**config.mk**
```make
export PLATFORM = sky130hd
export DESIGN_NAME = rta_ctrl
export DESIGN_NICKNAME = d
export VERILOG_FILES = /design/src/sv/rta_pkg.sv /design/src/sv/rta_ctrl.sv
export SDC_FILE = /design/constraint.sdc
export NUM_CORES = 1
export LEC_CHECK = 0
export BUFFER_PORTS_ARGS = -buffer_cell sky130_fd_sc_hd__buf_2
export CORE_ASPECT_RATIO = 0.9
export CORE_UTILIZATION = 38
export CTS_CLUSTER_SIZE = 14
export DETAILED_ROUTE_END_ITERATION = 10
export GPL_ROUTABILITY_DRIVEN = 1
export GPL_TIMING_DRIVEN = 0
export PLACE_DENSITY = 0.83
export SYNTH_ARGS = -nofsm -noshare
export SYNTH_HDL_FRONTEND = slang
export SYNTH_SLANG_ARGS = --single-unit
```
**constraint.sdc**
```tcl
create_clock -name clk -period 1.6 [get_ports clk]
set_clock_uncertainty 0.05 [all_clocks]
set_input_delay 0.16 -clock clk [delete_from_list [all_inputs] [get_ports clk]]
set_output_delay 0.16 -clock clk [all_outputs]
set_load 0.03 [all_outputs]
```
**src/sv/rta_pkg.sv**
```systemverilog
package rta_pkg;

  localparam int IN_W  = 40;
  localparam int OUT_W = 40;

  localparam logic [1:0] OP_ALLOC   = 2'd0;
  localparam logic [1:0] OP_RELEASE = 2'd1;
  localparam logic [1:0] OP_LOOKUP  = 2'd2;

  localparam logic [2:0] ST_OK        = 3'd0;
  localparam logic [2:0] ST_NOT_FOUND = 3'd1;
  localparam logic [2:0] ST_MISMATCH  = 3'd2;
  localparam logic [2:0] ST_EXHAUSTED = 3'd3;
  localparam logic [2:0] ST_OVERFLOW  = 3'd4;

  typedef struct packed {
    logic latch;
    logic clr;
    logic ref_rd;
    logic ref_wr;
    logic pop_rd;
    logic pop_wr;
    logic mod_start;
    logic mod_v;
    logic spl_rd;
    logic spl_wr;
    logic rel_fin;
    logic alc_fin;
    logic lk_rd;
    logic lk_fin;
    logic exh;
    logic ovf;
    logic emit;
  } cmd_t;

  typedef struct packed {
    logic       clr_last;
    logic       cnt_zero;
    logic       cnt_full;
    logic       g_zero;
    logic       g_ovf;
    logic       ref_last;
    logic       spl_last;
    logic       mod_done;
    logic       out_free;
    logic [1:0] op;
  } sts_t;

endpackage

```
**src/sv/rta_ctrl.sv**
```systemverilog
module rta_ctrl (
  input  logic          clk,
  input  logic          rst,
  input  logic          s_tvalid,
  output logic          s_tready,
  input  rta_pkg::sts_t sts,
  output rta_pkg::cmd_t cmd
);
  import rta_pkg::*;

  typedef enum logic [3:0] {
    S_CLEAR, S_IDLE, S_DISPATCH, S_REF_RD, S_REF_WR, S_POP_RD, S_POP_WR,
    S_MOD_WAIT, S_ALC_FIN, S_SPL_RD, S_SPL_WR, S_REL_FIN, S_LK_RD, S_LK_FIN,
    S_EMIT
  } state_t;

  state_t state;
  state_t state_next;

  always_comb begin
    cmd        = '0;
    state_next = state;
    unique case (state)
      S_CLEAR: begin
        cmd.clr = 1'b1;
        if (sts.clr_last) state_next = S_IDLE;
      end
      S_IDLE: begin
        if (s_tvalid && s_tready) begin
          cmd.latch  = 1'b1;
          state_next = S_DISPATCH;
        end
      end
      S_DISPATCH: begin
        unique case (sts.op)
          OP_ALLOC: begin
            if (!sts.cnt_zero) begin
              state_next = S_POP_RD;
            end else if (sts.g_zero) begin
              cmd.exh    = 1'b1;
              state_next = S_EMIT;
            end else begin
              state_next = S_REF_RD;
            end
          end
          OP_RELEASE: begin
            if (sts.cnt_full && sts.g_ovf) begin
              cmd.ovf    = 1'b1;
              state_next = S_EMIT;
            end else begin
              cmd.mod_start = 1'b1;
              state_next    = S_MOD_WAIT;
            end
          end
          default: begin
            cmd.mod_start = 1'b1;
            state_next    = S_MOD_WAIT;
          end
        endcase
      end
      S_REF_RD: begin
        cmd.ref_rd = 1'b1;
        state_next = S_REF_WR;
      end
      S_REF_WR: begin
        cmd.ref_wr = 1'b1;
        state_next = sts.ref_last ? S_POP_RD : S_REF_RD;
      end
      S_POP_RD: begin
        cmd.pop_rd = 1'b1;
        state_next = S_POP_WR;
      end
      S_POP_WR: begin
        cmd.pop_wr    = 1'b1;
        cmd.mod_start = 1'b1;
        cmd.mod_v     = 1'b1;
        state_next    = S_MOD_WAIT;
      end
      S_MOD_WAIT: begin
        if (sts.mod_done) begin
          unique case (sts.op)
            OP_ALLOC:   state_next = S_ALC_FIN;
            OP_RELEASE: state_next = sts.cnt_full ? S_SPL_RD : S_REL_FIN;
            default:    state_next = S_LK_RD;
          endcase
        end
      end
      S_ALC_FIN: begin
        cmd.alc_fin = 1'b1;
        state_next  = S_EMIT;
      end
      S_SPL_RD: begin
        cmd.spl_rd = 1'b1;
        state_next = S_SPL_WR;
      end
      S_SPL_WR: begin
        cmd.spl_wr = 1'b1;
        state_next = sts.spl_last ? S_REL_FIN : S_SPL_RD;
      end
      S_REL_FIN: begin
        cmd.rel_fin = 1'b1;
        state_next  = S_EMIT;
      end
      S_LK_RD: begin
        cmd.lk_rd  = 1'b1;
        state_next = S_LK_FIN;
      end
      S_LK_FIN: begin
        cmd.lk_fin = 1'b1;
        state_next = S_EMIT;
      end
      S_EMIT: begin
        if (sts.out_free) begin
          cmd.emit   = 1'b1;
          state_next = S_IDLE;
        end
      end
      default: state_next = S_IDLE;
    endcase
  end

  always_ff @(posedge clk) begin
    if (rst) begin
      state    <= S_CLEAR;
      s_tready <= 1'b0;
    end else begin
      state    <= state_next;
      s_tready <= (state_next == S_IDLE);
    end
  end

endmodule

```
---- Yosys cells after proc, flatten, opt, wreduce, memory -nomap -nowiden ----
Cells that the tools add are included.
storage, ports and cells
  register bits ........................... 5
  output and inout bits ................... 18
operators by class
  equality and inequality tests ........... 16
  mux-type cells .......................... 37
  reduce and logical (&&, ||, !) cells .... 5
operators with widths
  cell                  number
  $pmux W4 S13          1
  $eq A4 B4 Y1 const B  7
  $mux W4               7
  $mux W1               21
  $eq A4 B3 Y1 const B  4
  $eq A4 B1 Y1 const B  2
  $eq A4 B2 Y1 const B  2
  $pmux W4 S2           1
  $mux W2               3
  $pmux W3 S2           1
  $logic_not A4 Y1      1
  $pmux W1 S2           2
  $mux W3               1
  $reduce_or A3 Y1      1
  $eq A2 B1 Y1 const B  1
  $logic_and A1 B1 Y1   2
  $logic_not A2 Y1      1

---- Longest topological paths before layout ----
Gate-level depths: netlist of run 1.
  depth after elaboration ................. 5
  depth in mapped cells ................... 6
  mapped depth without buffers ............ 5

---- Worst setup path after synthesis of run 1 ----
No wires, ideal clock.
  path type ............................... register to output
  start point ............................. reg state[0]
  end point ............................... out cmd[2] (netlist name)
  data arrival time ....................... 1,884 ps
  data required time ...................... 1,390 ps
  path slack .............................. -494 ps
  stages on the path, launching flop included .. 4
  buffers on the path ..................... 0
  cell sequence ........................... dfxtp_1 nand2b_2 or3_1 nor4_1
RTL lines
  item                      line             RTL
  start: declaration        rta_ctrl.sv:17   state_t state;
  start signal: assignment  rta_ctrl.sv:127  state <= state_next;
  end: declaration          rta_ctrl.sv:7    output rta_pkg::cmd_t cmd

---- Worst setup path in the final report of run 1 ----
  start point ............................. reg state[1]
  end point ............................... reg s_tready
on the way
  cells in the longest elaborated chain, start to end .. 4
  elaborated cells on any way between the ends .. 22
  classes of those cells .................. eq/ne (15); mux (5); reduce/logical (2)
RTL lines
  item                               line             RTL
  $eq A4 B4 Y1                       rta_ctrl.sv:23   unique case (state)
  $reduce_or A3 Y1 (no source line)  n/a
  $pmux W4 S13 (*)                   rta_ctrl.sv:23
  $eq A4 B1 Y1 (*)                   rta_ctrl.sv:128  s_tready <= (state_next == S_IDLE);
  end signal: assignment             rta_ctrl.sv:128
  end: declaration                   rta_ctrl.sv:5    output logic s_tready,
Every way passes the cells marked *; elsewhere a longest branch is shown, timed or not.
A chain may end at the register's enable or synchronous reset.

==> results.md, run 1 <==
- Status: finished, violations left
- Failing checks: negative setup slack
- Via count: 883
- Synth Cell Area: 571 µm²
- Final WL: 2490 µm
- TritonRoute pass-1 iters: 4
- Vias in the first global route: 692
- Nets@finish: 148
- Most frequent cells in the layout: 23 x buf_2, 17 x buf_4, 12 x nor2_1
- Post-synthesis sequential area ratio: 17.5%
- Post-route DRC: 0
- DR vias/cell: 6.01
- Port Buffers: 31
- Fin crit period: 1.72 ns
- Routed Antenna Nets: 0
- H-tree depth: 1
- Asr flop ratio synth: 0%
- Worst Slack Setup Final: -0.125 ns
- CP Launch Type: flop
- Share of layout cells above drive strength 1: 55.6%
- Hold Fails Final Rpt: 0
- Rows: 12
- CP peak stage delay: 0.42 ns
- Post-synthesis register bit count: 5
- Slowest cell on crit path: a2111o_1
- Die Y: 38.8 µm
- Arrival time worst endpoint: 1.83 ns
- Fillers: 76
- Hold Crit Class: in2reg
- Hold_ws: 0.179 ns
- Cts bufs inserted: 3
- Mapped Avg Cell Area: 6.63 µm²
- Total power: 1.08 mW
- Max VDD drop: 1.06 mV
- WHS Path Cells: 4
- Congestion Overflow GR: 0
- Top-area cell type share of the netlist area: 17.5%
- Clock root buffer: clkbuf_4
- F_max: 580 MHz
- Total GRT Usage: 24.3%
- Critical Path, Cell by Cell: or2b_1 > o21a_1 > nor2_1 > a2111o_1 > nor4_2
- Worst endpoint required time: 1.71 ns
- CTS tree: built
- Area Growth Syn to Fin: 80.9%
- Syn Nets: 100
- DIE AREA: 0.00166 mm²
- Top post-synthesis cells by area: dfxtp_1 18%, nor2_1 9.9%, nand2_1 4.6%
- Ant diodes: 0
- Slew HR: 72.6%
- Die width: 42.8 µm
- Post-synth top flop: dfxtp_1
- CP Class: reg2reg
- Netlist cell types: 36
- Clk slew on worst S/H paths: 0.05 ns
- Reg2Reg Depth: 5
- CP Launch Point: state[1]
- Final setup viols: 6
- DPL Wire Length: 1240 µm
- Static leakage: 0.475 nW
- Reg-to-Reg Start: state[1]
- Worst skew pair latency: 0.25 ns
- Gate Count Post-Synth: 86
- Worst-margin pin slew: 0.401 ns
- Largest net degree at the start of global routing: 11
- Core area: 0.00131 mm²
- RSZ-0062 raised after global routing: yes
- Routed length per instance: 16.9 µm
- Syn. warnings: 0
- Cts hold-fix bufs: 0
- Crit. End Element: flop
- Max clock buf depth: 2
- Antenna violations before repair: 0
- Synth area leader: dfxtp_1
- Startpoint of the worst hold path: rst
- Gpl congestion: 0.894
- Sink Count: 5
- EDFF count, synth: 0
- Slew Viols, Final: 0
- Initial DRC Count: 65
- First-pass GRT wire length: 3080 µm
- Fin crit share: 108%
- CP max FO: 8
- I/O pin cnt: 32
- Maxcap violations: 0
- PwrDens: 1050 mW/mm²
- Most common cell after layout, fill and taps aside: buf_2
- Starting density of the core: 43.7%
cell families after synthesis:
kind of cell | after synthesis | share of synthesized area, %
buffers and inverters | 13 | 11.0
AOI/OAI and AO/OA | 21 | 27.6
DFF | 5 | 17.5
and+or+nand+nor | 47 | 43.9
path summary, 6_finish.rpt:
check	end	slack, ns
setup / recovery	s_tready	-0.12
hold / removal	state[0]	0.18
setup reg to reg	s_tready	-0.12
hold reg to reg	s_tready	0.77
report_power, final:
part	switching (mW)	internal (mW)	leakage [nW]
Combinational	0.396	0.308	0.417
Sequential	0.0550	0.167	0.0428
Clock	0.0600	0.0948	0.0150
Total	0.511	0.570	0.475
synthesized netlist by cell type, types with 3 or more instances:
library cell,count
dfxtp_1,5
nor3_1,4
nor4_1,4
inv_1,6
nor2_1,15
nand2b_1,3
and2_1,3
o21ai_0,4
nand2_1,7
flip-flops by register name, indices dropped and copies added, names as in the netlist:
register / count
state: 4
s_tready: 1
worst max-delay path: cells and delay by family, from the launching register on:
kind | cells | cell delay [ns]
flip-flops | 1 | 0.41
AO/OA/AOI/OAI | 2 | 0.61
AND/OR/NAND/NOR | 3 | 0.55
routing by layer:
layer | vias up | wire length, µm | global-route usage, %
li1 | 405 | - | -
met1 | 386 | 933 | 31.6
met2 | 80 | 1170 | 42.8
met3 | 12 | 307 | 5.14
met4 | 0 | 78 | 2.34
met5 | - | 0 | 0
layout make-up:
class / count / area, µm² / area share, %
flip-flops and latches: 5 / 109 / 10.5
multi-input cells: 68 / 509 / 49.3
repair buffers: 43 / 280 / 27.2
inverters: 7 / 30.0 / 2.91
plain buffers: 6 / 60.1 / 5.82
well taps: 14 / 17.5 / 1.70
clock buffers: 4 / 26.3 / 2.55
stage by stage:
step	util (%)	worst slack (ns)	std cells	TNS, ns	instance area, µm²
2_1_floorplan	-	-0.122	86	-0.133	597
3_3_place_gp	58.9	-0.123	131	-0.367	769
3_5_place_dp	58.9	-0.145	131	-0.504	769
4_1_cts	66.6	-0.126	138	-0.652	870
5_1_grt	79.0	-0.204	147	-0.864	1030
6_report	79.0	-0.125	147	-0.551	1030
what timing repair did:
item / 4_1_cts / 5_1_grt
buffers inserted: 3 / 9
cloned: 0 / 0
gates resized for setup: 14 / 30
endpoints found under the setup margin: 14 / 16
pin swaps: 2 / 4
No activity file was read; power rests on OpenSTA's default activity.
==> inputs of run 2 (changes only) <==
--- a/config.mk
+++ b/config.mk
@@ -6,13 +6,12 @@
 export NUM_CORES = 1
 export LEC_CHECK = 0
 export BUFFER_PORTS_ARGS = -buffer_cell sky130_fd_sc_hd__buf_2
-export CORE_ASPECT_RATIO = 0.9
-export CORE_UTILIZATION = 38
+export CORE_UTILIZATION = 42
 export CTS_CLUSTER_SIZE = 14
 export DETAILED_ROUTE_END_ITERATION = 10
 export GPL_ROUTABILITY_DRIVEN = 1
 export GPL_TIMING_DRIVEN = 0
-export PLACE_DENSITY = 0.83
+export PLACE_DENSITY = 0.87
 export SYNTH_ARGS = -nofsm -noshare
 export SYNTH_HDL_FRONTEND = slang
 export SYNTH_SLANG_ARGS = --single-unit
==> constraint.sdc (replaced) <==
create_clock -name clk -period 1.8 [get_ports clk]
set_clock_uncertainty 0.05 [all_clocks]
set_input_delay 0.18 -clock clk [delete_from_list [all_inputs] [get_ports clk]]
set_output_delay 0.18 -clock clk [all_outputs]
set_load 0.03 [all_outputs]
==> run 2 against run 1 <==
Maximum frequency down 1.4%. Largest power group unchanged. Wire length fell by 35%. Clock-buffer cell count stayed put. Sequential power decreased by 17%. The run now ends clean. Die area is 9.1% lower. First-iteration DRC count shrank 45%. Non-clock buffer count decreased by 12. Combinational power down 39%. Setup slack better by 0.18 ns.
==> results.md, run 2 (same netlist as run 1, synthesis figures left out) <==
- Die Y: 38.9 µm
- Max VDD drop: 0.864 mV
- CP Launch Type: flop
- Antenna violations before repair: 0
- Status: finished, final reports clean
- Sink Count: 5
- Port Buffers: 31
- Ant diodes: 0
- Max reg flops: 4
- Worst endpoint required time: 1.91 ns
- Routed length per instance: 11.9 µm
- Cts bufs inserted: 3
- Rows: 12
- Max clock buf depth: 2
- CP most frequent cell: nor4_2
- PwrDens: 914 mW/mm²
- Area Growth Syn to Fin: 43.4%
- Congestion Overflow GR: 0
- DR vias/cell: 5.61
- Startpoint of the worst hold path: rst
- I/O pin cnt: 32
- Fillers: 105
- CP Launch Point: state[3]
- Gpl congestion: 0.876
- Total negative slack: 0 ns
- Core area: 0.00119 mm²
- Cts hold-fix bufs: 0
- Worst-margin pin slew: 0.394 ns
- Die width: 38.9 µm
- Maxcap violations: 0
- CP peak stage delay: 0.31 ns
- Fin crit share: 97.2%
- Hold Fails Final Rpt: 0
- CP Class: reg2reg
- Reg-to-Reg Start: state[3]
- Final WL: 1610 µm
- TritonRoute pass-1 iters: 4
- WP buf/inv: 1
- Final setup viols: 0
- CP max FO: 9
- CTS tree: built
- RSZ-0062 raised after global routing: yes
- Clk slew on worst S/H paths: 0.05 ns
- DPL Wire Length: 1150 µm
- Critical Path, Cell by Cell: buf_2 > nor4_2 > a2111oi_0 > a311o_1 > a2111o_1 > nor4_2
- Total GRT Usage: 24.3%
- Nets@finish: 136
- Clock root buffer: clkbuf_4
- Vias in the first global route: 612
- Arrival time worst endpoint: 1.86 ns
- Starting density of the core: 48.1%
- Slew HR: 73.5%
- Most frequent cells in the layout: 32 x buf_2, 15 x nor2_1, 7 x nand2_1
- Slowest cell on crit path: a2111o_1
- Hold Crit Class: in2reg
- Share of layout cells above drive strength 1: 43.0%
- Crit. End Element: flop
- Post-route DRC: 0
- First-pass GRT wire length: 2560 µm
- DIE AREA: 0.00151 mm²
- Initial DRC Count: 36
- Largest regs: state: 4 flops, s_tready: 1 flops
- Top Family by Delay on Critical Path: compound AO/OA/AOI/OAI gates
- Static leakage: 0.400 nW
- Via count: 758
- Most common cell after layout, fill and taps aside: buf_2
- H-tree depth: 1
- Top reg by flops: state
- Worst skew pair latency: 0.25 ns
- Fin crit period: 1.75 ns
- Fin util: 69.0%
- Slew Viols, Final: 0
- Largest net degree at the start of global routing: 11
- Routed Antenna Nets: 0
- F_max: 572 MHz
-- run 2: power breakdown --
group | internal, mW | switching (mW) | leakage (nW)
clock network | 0.0841 | 0.0511 | 0.0150
registers | 0.146 | 0.0393 | 0.0420
logic | 0.163 | 0.264 | 0.344
-- run 2: area by class of cell --
cell class                      count  area, µm²  share of cell area [%]
Buffer                              6       41.3                    5.05
Clock buffer                        4       26.3                    3.21
Inverter                            7       26.3                    3.21
Multi-Input combinational cell     68        444                    54.3
Sequential cell                     5        105                    12.8
Tap cell                           14       17.5                    2.14
Timing Repair Buffer               31        158                    19.3
-- run 2: worst register-to-register path, cell delays in order (launching register included) --
cell and delay [ns]:
dfxtp_1 0.29, buf_2 0.16, nor4_2 0.26, a2111oi_0 0.09, a311o_1 0.29, a2111o_1 0.31, nor4_2 0.22
-- run 2: final timing paths --
kind              end  slack [ns]  cells past startpoint
max          s_tready        0.05                      6
min          state[0]        0.18                      4
max reg2reg  s_tready        0.05                      6
min reg2reg  s_tready        0.73                      4
-- run 2: per-layer routing --
layer / GRT usage (%) / up-vias / part of all wire, %
met5: 0 / - / 0
met4: 1.72 / 0 / 0
met3: 9.83 / 0 / 7.6
met2: 40.8 / 36 / 48
met1: 30.0 / 343 / 44
li1: - / 379 / -
-- run 2: metrics by stage --
stage	setup WS (ns)	cell area [µm²]	total power, mW	std cells	hold slack [ns]
after floorplan	0.0181	583	0.473	86	0.328
after global placement	-0.0696	756	0.573	131	0.434
after detailed placement	-0.103	756	0.580	131	0.444
after CTS	0.0130	802	0.736	135	0.179
after global routing	-0.0336	818	0.800	135	0.206
final	0.0504	818	0.748	135	0.182
-- run 2: repair_timing --
item,CTS,global route
gates resized for setup,8,4
pin swaps,0,2
setup endpoints to repair,11,4
gates cloned,0,0
buffers inserted,0,0
==> inputs of run 3 (changes only) <==
--- a/config.mk
+++ b/config.mk
@@ -5,7 +5,7 @@
 export SDC_FILE = /design/constraint.sdc
 export NUM_CORES = 1
 export LEC_CHECK = 0
-export BUFFER_PORTS_ARGS = -buffer_cell sky130_fd_sc_hd__buf_2
+export BUFFER_PORTS_ARGS = -buffer_cell sky130_fd_sc_hd__buf_4
 export CORE_UTILIZATION = 42
 export CTS_CLUSTER_SIZE = 14
 export DETAILED_ROUTE_END_ITERATION = 10
==> run 3 against run 2 <==
Setup slack lost 0.029 ns. Via count grew 7.9%. Utilization increased by 7.1 points. Highest routed layer is now met4. Sequential cell count stayed put. Design area grew 10%. First-iteration DRC count fell by 47%. Largest power group unchanged. Die area unchanged. Non-clock buffer count increased by 1. Wire length grew 14%. Power increased by 6.2%. Sequential share of layout area down 1.2 points. Clock power about the same.
==> results.md, run 3 (same netlist as run 1, synthesis figures left out) <==
- Crit. End Element: output port
- TritonRoute pass-1 iters: 4
- R2r setup slk: 0.08 ns
- Arrival time worst endpoint: 1.55 ns
- Die width: 38.9 µm
- Fin crit share: 98.8%
- I/O pin cnt: 32
- Top Family by Delay on Critical Path: simple AND/OR/NAND/NOR gates
- Worst R2R End: s_tready
- Max VDD drop: 0.916 mV
- Post-route DRC: 0
- Die Y: 38.9 µm
- Routed Antenna Nets: 0
- CP peak stage delay: 0.40 ns
- Worst endpoint required time: 1.57 ns
- DPL Wire Length: 1340 µm
- Status: finished, final reports clean
- Ant diodes: 0
- Most common cell after layout, fill and taps aside: buf_4
- Max reg flops: 4
- Clk slew on worst S/H paths: 0.05 ns
- Port Buffers: 31
- DR vias/cell: 6.01
- Final WL: 1840 µm
- WHS Path Cells: 4
- CTS tree: built
- Maxcap violations: 0
- Slew Viols, Final: 0
- Slowest cell on crit path: or3_4
- Non-Filler Instances: 136
- Total power: 794 µW
- CP Class: reg2out
- Rows: 12
- Antenna violations before repair: 0
- H-tree depth: 1
- PwrDens: 880 mW/mm²
- Critical path depth: 4
- Worst-margin pin slew: 0.383 ns
- Total negative slack: 0 ns
- Multi-input gate area in the final layout: 444 µm²
- Initial DRC Count: 19
- Vias in the first global route: 682
- Area Growth Syn to Fin: 58.1%
- Gpl congestion: 0.899
- Congestion Overflow GR: 0
- WP buf/inv: 1
- CP Capture Point: cmd[10]
- Most frequent cells in the layout: 33 x buf_4, 15 x nor2_1, 7 x nand2_1
- Total GRT Usage: 26.6%
- F_max: 562 MHz
- Worst skew pair latency: 0.25 ns
- DIE AREA: 0.00151 mm²
- Largest net degree at the start of global routing: 11
- CP Launch Type: flop
- FF/Latch Area: 105 µm²
- Placed Cells: 131
- Hold Crit Class: in2reg
- Routed length per instance: 13.5 µm
- Fillers: 96
- Largest regs: state: 4 flops, s_tready: 1 flops
- Cts bufs inserted: 3
- Top reg by flops: state
- Via count: 818
- Static leakage: 0.418 nW
- Finished layout cell area: 902 µm²
- CP Launch Point: state[0]
- Slew HR: 74.2%
- Cts hold-fix bufs: 0
- Hold Fails Final Rpt: 0
- Fin crit period: 1.78 ns
- Critical Path, Cell by Cell: nand2b_4 > or3_4 > o22ai_1 > buf_4
- Clock root buffer: clkbuf_4
- Reg-to-Reg Start: state[0]
- CP max FO: 9
- Max clock buf depth: 2
- First-pass GRT wire length: 2800 µm
- Final setup viols: 0
- Sink Count: 5
- Nets@finish: 137
- Post-Place Cell Area: 833 µm²
- Core area: 0.00119 mm²
- Starting density of the core: 48.1%
- Share of layout cells above drive strength 1: 44.3%
- Reg2Reg Depth: 6
==> run 3: cell types whose count changed in the layout (fill, tap and decap cells not counted) <==
cell      change
buf_4        +31
buf_2        -30
clkbuf_1      -1
clkinv_2      +1
==> run 3: worst min path at each step <==
stage,end,start
final,state[0],rst
after global routing,state[0],rst
after CTS,state[1],rst
after detailed placement,state[2],rst
after global placement,state[3],rst
after floorplan,state[1],rst
==> run 3: worst min-delay path: stages <==
cell,delay (ns)
buf_4,0.08
inv_1,0.05
o31ai_2,0.08
inv_1,0.04
==> run 3: final cells by class <==
cell class	instances	share of cell area, %
Clock inverter	1	0.555
Inverter	7	2.91
Timing Repair Buffer	32	26.6
Buffer	6	4.58
Sequential cell	5	11.7
Tap cell	14	1.94
Clock buffer	3	2.50
Multi-Input combinational cell	68	49.2
==> run 3: per-stage QoR <==
step                util [%]  setup WS (ns)  hold WS, ns
floorplan                  -         0.0181        0.328
global placement        70.3        -0.0904        0.435
detailed placement      70.3        -0.0765        0.440
CTS                     74.1        -0.0113        0.164
global route            76.1        -0.0212        0.204
finish                  76.1         0.0212        0.167
==> run 3: report_power, final <==
| part | internal (mW) | switching, mW |
|---|---|---|
| sequential | 0.146 | 0.0428 |
| combinational | 0.197 | 0.270 |
| clock | 0.0810 | 0.0575 |
==> run 3: routing by layer <==
layer | routed length, µm | up-vias | GRT usage [%]
li1 | - | 383 | -
met1 | 763 | 376 | 30.9
met2 | 894 | 55 | 46.3
met3 | 156 | 4 | 5.78
met4 | 23 | 0 | 11.2
met5 | 0 | - | 0
==> run 3: repair_timing <==
item | 4_1_cts | 5_1_grt
resized for setup | 7 | 4
setup buffers | 0 | 1
pin swaps | 0 | 3
endpoints found under the setup margin | 11 | 5
